**config.mk**
```make
export PLATFORM = sky130hd
export DESIGN_NAME = dual_channel_moving_average_power
export DESIGN_NICKNAME = d
export VERILOG_FILES = /design/src/hdl/dcmap_pkg.sv /design/src/hdl/dual_channel_moving_average_power.sv
export SDC_FILE = /design/constraint.sdc
export NUM_CORES = 1
export LEC_CHECK = 0
export ABC_AREA = 1
export BUFFER_PORTS_ARGS = -buffer_cell sky130_fd_sc_hd__buf_2
export CAP_MARGIN = 20
export CORE_MARGIN = 4
export CORE_UTILIZATION = 55
export DETAILED_ROUTE_END_ITERATION = 10
export GPL_ROUTABILITY_DRIVEN = 0
export PLACE_DENSITY = 0.75
export SETUP_SLACK_MARGIN = 0.15
export SLEW_MARGIN = 20
export SYNTH_ARGS = -nofsm -noshare
export SYNTH_HDL_FRONTEND = slang
export SYNTH_SLANG_ARGS = --single-unit
```
**constraint.sdc**
```tcl
create_clock -name clk -period 5.3 [get_ports clk]
set_input_delay 0.795 -clock clk [delete_from_list [all_inputs] [get_ports clk]]
set_output_delay 0.795 -clock clk [all_outputs]
set_load 0.01 [all_outputs]
```
**src/hdl/dcmap_pkg.sv**
```systemverilog
package dcmap_pkg;

  localparam int WINDOW_DEPTH = 8;
  localparam int SLOT_W = (WINDOW_DEPTH > 2) ? $clog2(WINDOW_DEPTH) : 1;
  localparam int COUNT_W = $clog2(WINDOW_DEPTH + 1);

  localparam int VOLT_W = 15;
  localparam int CURR_W = 16;
  localparam int POWER_W = 31;

  // running sums grow by the log of the depth
  localparam int VSUM_W = VOLT_W + SLOT_W;
  localparam int CSUM_W = CURR_W + SLOT_W + 1;

  // serial divider covers the wider of the two sums
  localparam int DIV_W = CSUM_W;
  localparam int ITER_W = $clog2(DIV_W);

  localparam int S_TDATA_W = 32;
  localparam int S_TUSER_W = 2;
  localparam int M_TDATA_W = 64;
  localparam int M_TUSER_W = 1;

  typedef enum logic [2:0] {
    S_IDLE,
    S_READ,
    S_UPDATE,
    S_DIV_V,
    S_DIV_C,
    S_MUL,
    S_DONE
  } state_t;

  typedef struct packed {
    logic [VOLT_W-1:0] volt;
    logic [CURR_W-1:0] curr;
  } sample_t;

endpackage

```
**src/hdl/dual_channel_moving_average_power.sv**
```systemverilog
// an online sample passes through read, update, two divider passes and a multiply; an offline one goes to the result
// a new input is taken only in idle, after the last result is loaded; two 20-step divider passes per online sample
// the single-port window memory is read in its own state before the sum update
// rst (synchronous, active high) clears slot pointer, full flag, sums and handshake state
// window memory is not cleared: a slot is only read back after it has been written
module dual_channel_moving_average_power (
  input  logic                              clk,
  input  logic                              rst,
  input  logic                              s_axis_tvalid,
  output logic                              s_axis_tready,
  // [14:0] bus_voltage_mv, [30:15] current_ma, [31] zero fill
  input  logic [dcmap_pkg::S_TDATA_W-1:0]   s_axis_tdata,
  // [0] sensor_online, [1] restart
  input  logic [dcmap_pkg::S_TUSER_W-1:0]   s_axis_tuser,
  output logic                              m_axis_tvalid,
  input  logic                              m_axis_tready,
  // [14:0] avg_voltage_mv, [30:15] avg_current_ma, [61:31] power_uw, [63:62] zero fill
  output logic [dcmap_pkg::M_TDATA_W-1:0]   m_axis_tdata,
  // [0] valid_res
  output logic [dcmap_pkg::M_TUSER_W-1:0]   m_axis_tuser
);
  import dcmap_pkg::*;

  localparam logic [SLOT_W-1:0] LAST_SLOT = SLOT_W'(WINDOW_DEPTH - 1);
  localparam logic [ITER_W-1:0] LAST_ITER = ITER_W'(DIV_W - 1);

  state_t state, state_next;

  // window memory, voltage and current share one slot
  sample_t mem [WINDOW_DEPTH];
  sample_t mem_rd;
  logic    mem_we;

  // captured input transaction
  logic [VOLT_W-1:0]        in_volt;
  logic signed [CURR_W-1:0] in_curr;

  // history
  logic [SLOT_W-1:0]        write_slot;
  logic                     window_full;
  logic [VSUM_W-1:0]        vsum;
  logic signed [CSUM_W-1:0] csum;
  logic [COUNT_W-1:0]       count;

  // sum update terms
  logic [VSUM_W-1:0]        vsum_next;
  logic signed [CSUM_W-1:0] csum_next;
  logic [SLOT_W-1:0]        slot_inc;
  logic                     full_next;

  // shared serial divider
  logic [DIV_W-1:0]   quo;
  logic [COUNT_W-1:0] rem;
  logic [ITER_W-1:0]  iter;
  logic [COUNT_W:0]   rem_sh;
  logic               div_ge;
  logic [COUNT_W:0]   rem_sub;
  logic [DIV_W-1:0]   quo_next;
  logic [DIV_W-1:0]   cmag;
  logic               c_neg;

  // result registers
  logic [VOLT_W-1:0]         avg_v;
  logic signed [CURR_W-1:0]  avg_c;
  logic signed [POWER_W-1:0] power;
  logic                      res_valid;
  logic signed [2*CURR_W-1:0] prod;

  // handshake control
  logic s_accept;
  logic in_online;
  logic in_restart;
  logic out_load;

  assign in_online  = s_axis_tuser[0];
  assign in_restart = s_axis_tuser[1];
  assign s_accept   = s_axis_tvalid && s_axis_tready;

  // next state
  always_comb begin
    state_next = state;
    case (state)
      S_IDLE: begin
        if (s_accept) begin
          state_next = in_online ? S_READ : S_DONE;
        end
      end
      S_READ:   state_next = S_UPDATE;
      S_UPDATE: state_next = S_DIV_V;
      S_DIV_V:  if (iter == LAST_ITER) state_next = S_DIV_C;
      S_DIV_C:  if (iter == LAST_ITER) state_next = S_MUL;
      S_MUL:    state_next = S_DONE;
      S_DONE:   if (out_load) state_next = S_IDLE;
      default:  state_next = S_IDLE;
    endcase
  end

  // control outputs
  always_comb begin
    s_axis_tready = 1'b0;
    mem_we        = 1'b0;
    out_load      = 1'b0;
    case (state)
      S_IDLE:   s_axis_tready = 1'b1;
      S_UPDATE: mem_we = 1'b1;
      S_DONE:   out_load = !m_axis_tvalid || m_axis_tready;
      default: begin
        s_axis_tready = 1'b0;
      end
    endcase
  end

  always_ff @(posedge clk) begin
    if (rst) begin
      state <= S_IDLE;
    end else begin
      state <= state_next;
    end
  end

  // window memory with registered read at the current slot
  always_ff @(posedge clk) begin
    if (mem_we) begin
      mem[write_slot] <= '{volt: in_volt, curr: in_curr};
    end
    mem_rd <= mem[write_slot];
  end

  // oldest sample leaves only once the window has wrapped
  always_comb begin
    vsum_next = vsum + VSUM_W'(in_volt);
    csum_next = csum + CSUM_W'(in_curr);
    if (window_full) begin
      vsum_next = vsum_next - VSUM_W'(mem_rd.volt);
      csum_next = csum_next - CSUM_W'($signed(mem_rd.curr));
    end
    slot_inc  = (write_slot == LAST_SLOT) ? '0 : write_slot + 1'b1;
    full_next = window_full || (write_slot == LAST_SLOT);
  end

  // one quotient bit per cycle, restoring
  always_comb begin
    rem_sh   = {rem, quo[DIV_W-1]};
    div_ge   = rem_sh >= {1'b0, count};
    rem_sub  = div_ge ? rem_sh - {1'b0, count} : rem_sh;
    quo_next = {quo[DIV_W-2:0], div_ge};
  end

  assign prod = $signed({1'b0, avg_v}) * avg_c;

  // history and datapath
  always_ff @(posedge clk) begin
    if (rst) begin
      write_slot  <= '0;
      window_full <= 1'b0;
      vsum        <= '0;
      csum        <= '0;
    end else begin
      if (state == S_IDLE && s_accept && in_online && in_restart) begin
        write_slot  <= '0;
        window_full <= 1'b0;
        vsum        <= '0;
        csum        <= '0;
      end
      if (state == S_UPDATE) begin
        write_slot  <= slot_inc;
        window_full <= full_next;
        vsum        <= vsum_next;
        csum        <= csum_next;
      end
    end
  end

  always_ff @(posedge clk) begin
    case (state)
      S_IDLE: begin
        if (s_accept) begin
          in_volt   <= s_axis_tdata[VOLT_W-1:0];
          in_curr   <= s_axis_tdata[VOLT_W+CURR_W-1:VOLT_W];
          res_valid <= in_online;
          avg_v     <= '0;
          avg_c     <= '0;
          power     <= '0;
        end
      end
      S_UPDATE: begin
        count <= full_next ? COUNT_W'(WINDOW_DEPTH) : COUNT_W'(slot_inc);
        quo   <= DIV_W'(vsum_next);
        rem   <= '0;
        iter  <= '0;
        c_neg <= csum_next[CSUM_W-1];
        cmag  <= csum_next[CSUM_W-1] ? DIV_W'(-csum_next) : DIV_W'(csum_next);
      end
      S_DIV_V: begin
        iter <= iter + 1'b1;
        if (iter == LAST_ITER) begin
          avg_v <= quo_next[VOLT_W-1:0];
          quo   <= cmag;
          rem   <= '0;
          iter  <= '0;
        end else begin
          quo <= quo_next;
          rem <= rem_sub[COUNT_W-1:0];
        end
      end
      S_DIV_C: begin
        iter <= iter + 1'b1;
        quo  <= quo_next;
        rem  <= rem_sub[COUNT_W-1:0];
        if (iter == LAST_ITER) begin
          // truncation toward zero: divide the magnitude, restore the sign
          avg_c <= c_neg ? -$signed(quo_next[CURR_W-1:0]) : $signed(quo_next[CURR_W-1:0]);
        end
      end
      S_MUL: begin
        power <= prod[POWER_W-1:0];
      end
      default: begin
        iter <= iter;
      end
    endcase
  end

  // output register, parts the result from the sequencer
  always_ff @(posedge clk) begin
    if (rst) begin
      m_axis_tvalid <= 1'b0;
    end else if (out_load) begin
      m_axis_tvalid <= 1'b1;
    end else if (m_axis_tready) begin
      m_axis_tvalid <= 1'b0;
    end
  end

  always_ff @(posedge clk) begin
    if (out_load) begin
      m_axis_tdata <= {{(M_TDATA_W - VOLT_W - CURR_W - POWER_W){1'b0}}, power, avg_c, avg_v};
      m_axis_tuser <= res_valid;
    end
  end

`ifndef ASSERT_OFF
  // divider remainder never reaches the divisor
  a_rem_below: assert property (@(posedge clk) disable iff (rst)
    (state == S_DIV_V || state == S_DIV_C) |-> (rem < count))
    else $error("divider remainder not below sample count");

  // sample count is never zero once the divider runs
  a_count_nonzero: assert property (@(posedge clk) disable iff (rst)
    (state == S_UPDATE) |=> (count != '0))
    else $error("zero sample count after window update");

  // an offline sample leaves the history untouched
  a_offline_hold: assert property (@(posedge clk) disable iff (rst)
    (s_accept && !in_online) |=> ($stable(write_slot) && $stable(window_full)
                                  && $stable(vsum) && $stable(csum)))
    else $error("offline sample changed window history");

  // an invalid result carries all-zero fields
  a_invalid_zero: assert property (@(posedge clk) disable iff (rst)
    (m_axis_tvalid && !m_axis_tuser[0]) |-> (m_axis_tdata == '0))
    else $error("offline result has nonzero fields");
`endif

endmodule

```
==> impl_metrics.tcl, run 1 <==
set metrics [dict create \
    status "complete, but fails checks" \
    violations "negative setup slack" \
    initialDrtViolationCount 2120 \
    areaGrowthSynthToFinish_pct 17.3 \
    cts_tree "built" \
    worst_slack_ps -252 \
    path_clk_slew_ps 60 \
    fin_crit_sh_pct 105 \
    grt_pass1_vias 24100 \
    clk-insertion-delay-late_ps 640 \
    synth_top_area_share_pct 42.2 \
    holdBufCountCts 0 \
    vias 24800 \
    die_x_um 252 \
    wl_per_cell_um 18.1 \
    antenna_left 0 \
    finalSetupTns_ps -2810 \
    drive_above_1_share_pct 17.0 \
    path_class "reg2reg" \
    die_h_um 252 \
    place_hpwl_um 58400 \
    synth-async-reset-ratio_pct 0 \
    synth.distinct_cells 54 \
    drc 0 \
    die_area_sq_mm 0.0634 \
    multi_input_comb_area_sq_mm 0.0153 \
    coreArea_sq_mm 0.0589 \
    clock_sinks 536 \
    worstMarginPinSlew_ps 1010 \
    antenna_found_initial 0 \
    initial_core_util_pct 55.5 \
    dr.pass1.iters 6 \
    layout_min_cycle_time_ps 5550 \
    hold_class "in2reg" \
    worstPathMaxFanout 4 \
    cts_buffers 54 \
    io_buffers 101 \
    cp.required_ps 5650 \
    vias_per_cell 5.47 \
    ys_ff_latch 536 \
    drt_wl_total_um 82300 \
    synth_ff_type "edfxtp_1" \
    grt.overflow.total 0 \
    slew_headroom_pct 32.4 \
    ioPinCount 105 \
    clock-root-buffer "clkbuf_16" \
    maxCapViolCount 0 \
    clock_path_buffers 3 \
    finalSetupViolCount 19 \
    maxSlewViolCount 0 \
    diodes 0 \
    layout.nets 4134 \
    arrival_ps 5900 \
    rows 89 \
    final-hold-violation-count 0 \
    synth_top_area_cell "edfxtp_1" \
    rsz0062_at_grt "yes" \
    fin_cells 4537 \
    syn-cell-area_sq_mm 0.0327 \
    grt_usage_pct 25.5 \
    end_kind "register" \
    grt_max_degree 64 \
    synth-edff-count 459 \
    grt_pass1_wl_um 127000 \
    ys_warn_count 0 \
    placedCellCount 4407 \
    h-tree-depth 2 \
    startpoint_type "register" \
    regArea_sq_mm 0.0153 \
    seq_area_frac_synth_pct 46.9 \
    fill_cells 4413 \
    max_freq_mhz 180 \
    finClkSkew_ps 35.9 \
    syn_inst 3440 \
    avgSynthCellArea_sq_um 9.50 \
    synth_area_leaders "edfxtp_1, fa_1, nand2_1" \
]
==> cell type report <==
type / count / share of cell area, %
inverters: 640 / 6.27
flip-flops and latches: 536 / 40.0
repair buffers: 326 / 6.22
well taps: 773 / 2.52
clock inverters: 38 / 1.31
multi-input cells: 2160 / 39.9
clock buffers: 64 / 3.81
==> path summary, 6_finish.rpt <==
kind | cells past startpoint | slack, ps | start | to
setup / recovery | 24 | -250 | avg_c[6] | power[24]
hold / removal | 1 | 330 | s_axis_tdata[10] | in_volt[10]
setup reg to reg | 24 | -250 | avg_c[6] | power[24]
hold reg to reg | 0 | 420 | power[11] | m_axis_tdata[42]
==> metrics by stage <==
| step | area [sq um] | setup slack, ps | hold slack, ps | utilization [%] |
|---|---|---|---|---|
| after floorplan | 32900 | 145 | 400 | - |
| after CTS | 38000 | -139 | 305 | 64.4 |
| after global routing | 38300 | -378 | 302 | 65.0 |
| final | 38300 | -252 | 332 | 65.0 |
| after global placement | 35400 | -346 | 401 | 60.1 |
| after detailed placement | 35500 | -387 | 405 | 60.2 |
==> flip-flops by register name, indices dropped and copies added, names as in the netlist <==
register       count
write_slot         3
res_valid          1
rem                4
m_axis_tdata      62
avg_c             16
cmag              20
in_volt           15
quo               20
avg_v             15
iter               5
csum              20
window_full        1
m_axis_tvalid      1
m_axis_tuser       1
state              3
vsum              18
mem_rd            31
power             31
c_neg              1
in_curr           16
count              4
mem              248
==> kinds of logic after synthesis <==
kind of cell / count (synthesis) / share of synthesized area (%)
AO/OA/AOI/OAI: 428 / 7.92
XOR/XNOR: 33 / 0.885
adder cells (fa/ha/maj): 378 / 18.7
buffers and inverters: 745 / 8.70
flip-flops: 536 / 46.9
other: 1 / 0.0115
AND/OR/NAND/NOR: 1319 / 16.8
==> per-layer routing <==
layer / vias to the layer above / part of all wire, % / track usage, %
met5: - / 0 / 0
met4: 0 / 4.5 / 10.6
met3: 216 / 6.9 / 3.11
met2: 994 / 49 / 44.4
met1: 11800 / 39 / 32.7
li1: 11800 / - / -
==> cell usage in the layout, fill, tap and decap left out, types with 19 or more instances in the layout <==
| cell type | count |
|---|---|
| nand4_1 | 45 |
| nand2_1 | 847 |
| buf_6 | 26 |
| inv_2 | 41 |
| ha_1 | 181 |
| nand3_1 | 148 |
| fa_1 | 176 |
| dfxtp_1 | 77 |
| a21oi_1 | 142 |
| o21ai_0 | 63 |
| a22o_1 | 19 |
| o21ai_1 | 23 |
| inv_1 | 596 |
| buf_2 | 101 |
| clkbuf_16 | 56 |
| a22oi_1 | 36 |
| nand2_2 | 26 |
| buf_4 | 193 |
| a221oi_1 | 36 |
| nor2_1 | 153 |
| xor2_1 | 20 |
| a21oi_2 | 30 |
| edfxtp_1 | 459 |
==> cell usage after synthesis, types with 4 or more instances <==
| master | instances |
|---|---|
| ha_1 | 193 |
| nor4_1 | 6 |
| inv_1 | 624 |
| o21bai_1 | 6 |
| nand3_1 | 153 |
| dfxtp_1 | 77 |
| buf_2 | 10 |
| a31oi_1 | 7 |
| o21ai_0 | 92 |
| nand4_1 | 45 |
| nand2_1 | 867 |
| or2_2 | 13 |
| a21boi_0 | 4 |
| nor2_4 | 4 |
| o31ai_1 | 5 |
| inv_2 | 14 |
| clkbuf_1 | 86 |
| a22oi_1 | 36 |
| xnor2_1 | 13 |
| a221oi_1 | 36 |
| fa_1 | 185 |
| edfxtp_1 | 459 |
| nand3_2 | 4 |
| a21oi_2 | 4 |
| a22o_1 | 19 |
| a211oi_1 | 4 |
| a21oi_1 | 176 |
| o21a_1 | 12 |
| nor2_1 | 168 |
| nor3_1 | 27 |
| and2_1 | 8 |
| xor2_1 | 20 |
| o211ai_1 | 5 |
| o21ai_1 | 11 |
| nand2_2 | 12 |
==> worst max-delay path: stages (launching register included) <==
cell,delay (ps)
edfxtp_1,470
buf_6,170
nand2_4,60
inv_2,30
fa_1,500
inv_2,50
fa_2,580
fa_1,430
fa_1,520
inv_2,40
fa_1,490
inv_2,40
fa_1,500
inv_2,50
ha_4,240
a21oi_4,170
buf_6,110
o21a_1,140
buf_4,130
o21ai_4,60
nand2_1,70
nand3_2,100
buf_4,150
o21ai_2,130
a21oi_2,60
==> repair_timing <==
action / 4_1_cts / 5_1_grt
setup buffers: 20 / 7
pin swaps: 45 / 20
endpoints found under the setup margin: 20 / 22
resized for setup: 124 / 81
Power of run 1 is left out: the tool's default activity adds up to more than one toggle a clock period on the data nets, which glitch-free logic cannot reach.
==> run 2, diff against run 1 <==
- SETUP_SLACK_MARGIN: 0.15 -> unset
==> impl_metrics.tcl, run 2 (synthesis results as in run 1) <==
set metrics [dict create \
    die_x_um 252 \
    met2_wirelength_um 41800 \
    final_cell_mix "nand2_1, inv_1, edfxtp_1" \
    maxCapViolCount 0 \
    die_area_sq_mm 0.0634 \
    cp.required_ps 5640 \
    finClkSkew_ps 17.5 \
    clock-root-buffer "clkbuf_16" \
    drc 0 \
    fin_crit_sh_pct 105 \
    mostFrequentLayoutCell "nand2_1" \
    grt_pass1_vias 25200 \
    drt_wl_total_um 83800 \
    cts_tree "built" \
    rsz0062_at_grt "yes" \
    slew_headroom_pct 32.2 \
    initial_core_util_pct 55.5 \
    antenna_found_initial 0 \
    grt_usage_pct 26.1 \
    vias_per_cell 5.52 \
    pre_cts_slack_ps -334 \
    diodes 0 \
    ioPinCount 105 \
    fill_cells 4436 \
    fin_cells 4514 \
    startpoint_type "register" \
    max_freq_mhz 180 \
    initialDrtViolationCount 2074 \
    status "complete, but fails checks" \
    clk-insertion-delay-late_ps 620 \
    h-tree-depth 2 \
    grt_pass1_wl_um 131000 \
    coreArea_sq_mm 0.0589 \
    hold_class "in2reg" \
    largest_register_ffs 248 \
    worst_slack_ps -262 \
    dr.pass1.iters 5 \
    end_kind "register" \
    layout_min_cycle_time_ps 5560 \
    violations "negative setup slack" \
    worstMarginPinSlew_ps 1010 \
    grt_max_degree 64 \
    wl_per_cell_um 18.6 \
    holdPathStages 1 \
    maxSlewViolCount 0 \
    top_regs "mem (248), m_axis_tdata (62)" \
    arrival_ps 5900 \
    vias 24900 \
    top_layer "met4" \
    holdBufCountCts 0 \
    antenna_left 0 \
    max_flop_register "mem" \
    clock_sinks 536 \
    areaGrowthSynthToFinish_pct 16.9 \
    wl_met1_um 32400 \
    finalSetupViolCount 18 \
    clock_path_buffers 3 \
    io_buffers 101 \
    final-hold-violation-count 0 \
    wl_met3_um 5730 \
    cts_buffers 54 \
    worstPathMaxFanout 5 \
    grt.overflow.total 0 \
    placedCellCount 4377 \
    drive_above_1_share_pct 16.3 \
    place_hpwl_um 58300 \
    ff2ff_path_depth 22 \
    path_clk_slew_ps 60 \
    die_h_um 252 \
    layout.nets 4111 \
    path_class "reg2reg" \
    rows 89 \
]
-- run 2: cell types whose count changed in the layout (fill, tap and decap cells not counted), sizes merged --
cell,delta
clkinv,-4
clkinvlp,-5
buf,-23
clkbuf,+6
inv,-1
bufinv,+4
-- run 2: worst max-delay path: stages (launching register included) --
cell and delay (ps):
edfxtp_1 420, buf_6 160, nand2_1 50, inv_1 50, fa_1 530, inv_1 60
fa_1 480, fa_1 540, inv_1 70, fa_2 480, fa_1 510, inv_1 60
fa_1 510, inv_2 50, ha_4 250, a21oi_2 180, o21a_1 170, inv_2 60
a21oi_2 160, o21ai_2 90, a21oi_2 190, buf_4 170, a21oi_4 60
-- run 2: timing repair --
item	in CTS	in global routing
endpoints found under the setup margin	20	22
pin swaps	45	25
cloned	0	0
hold endpoints to repair	0	0
buffers inserted	26	7
resized for setup	116	91
-- run 2: worst paths after layout --
path	from	endpoint	slack [ps]
worst min-delay path	s_axis_tdata[14]	in_volt[14]	350
worst max register to register	avg_v[12]	power[29]	-260
worst max-delay path	avg_v[12]	power[29]	-260
worst min register to register	power[29]	m_axis_tdata[60]	420
-- run 2: cell type report --
type,instances,area [sq um],share of cell area [%]
Sequential cell,536,15300,40.1
Multi-Input combinational cell,2160,15200,39.9
Inverter,640,2400,6.29
Timing Repair Buffer,303,2220,5.82
Clock buffer,70,1500,3.93
Tap cell,773,967,2.53
Clock inverter,32,539,1.41
-- run 2: per-layer routing --
layer  up-vias  global-route usage, %
li1      11700                      -
met1     12000                   33.1
met2       969                   45.5
met3       257                   3.52
met4         0                   10.8
met5         -                      0
-- run 2: per-stage QoR --
stage                     TNS [ps]  hold slack (ps)  instance area [sq um]  util [%]
after detailed placement     -4500              405                  35100      59.6
after floorplan                  0              400                  32700         -
after global placement       -3490              402                  35100      59.6
after global routing         -5510              337                  38200      64.9
final                        -2180              354                  38200      64.9
after CTS                    -1100              322                  37800      64.2
Power of run 2 is left out for the same reason.
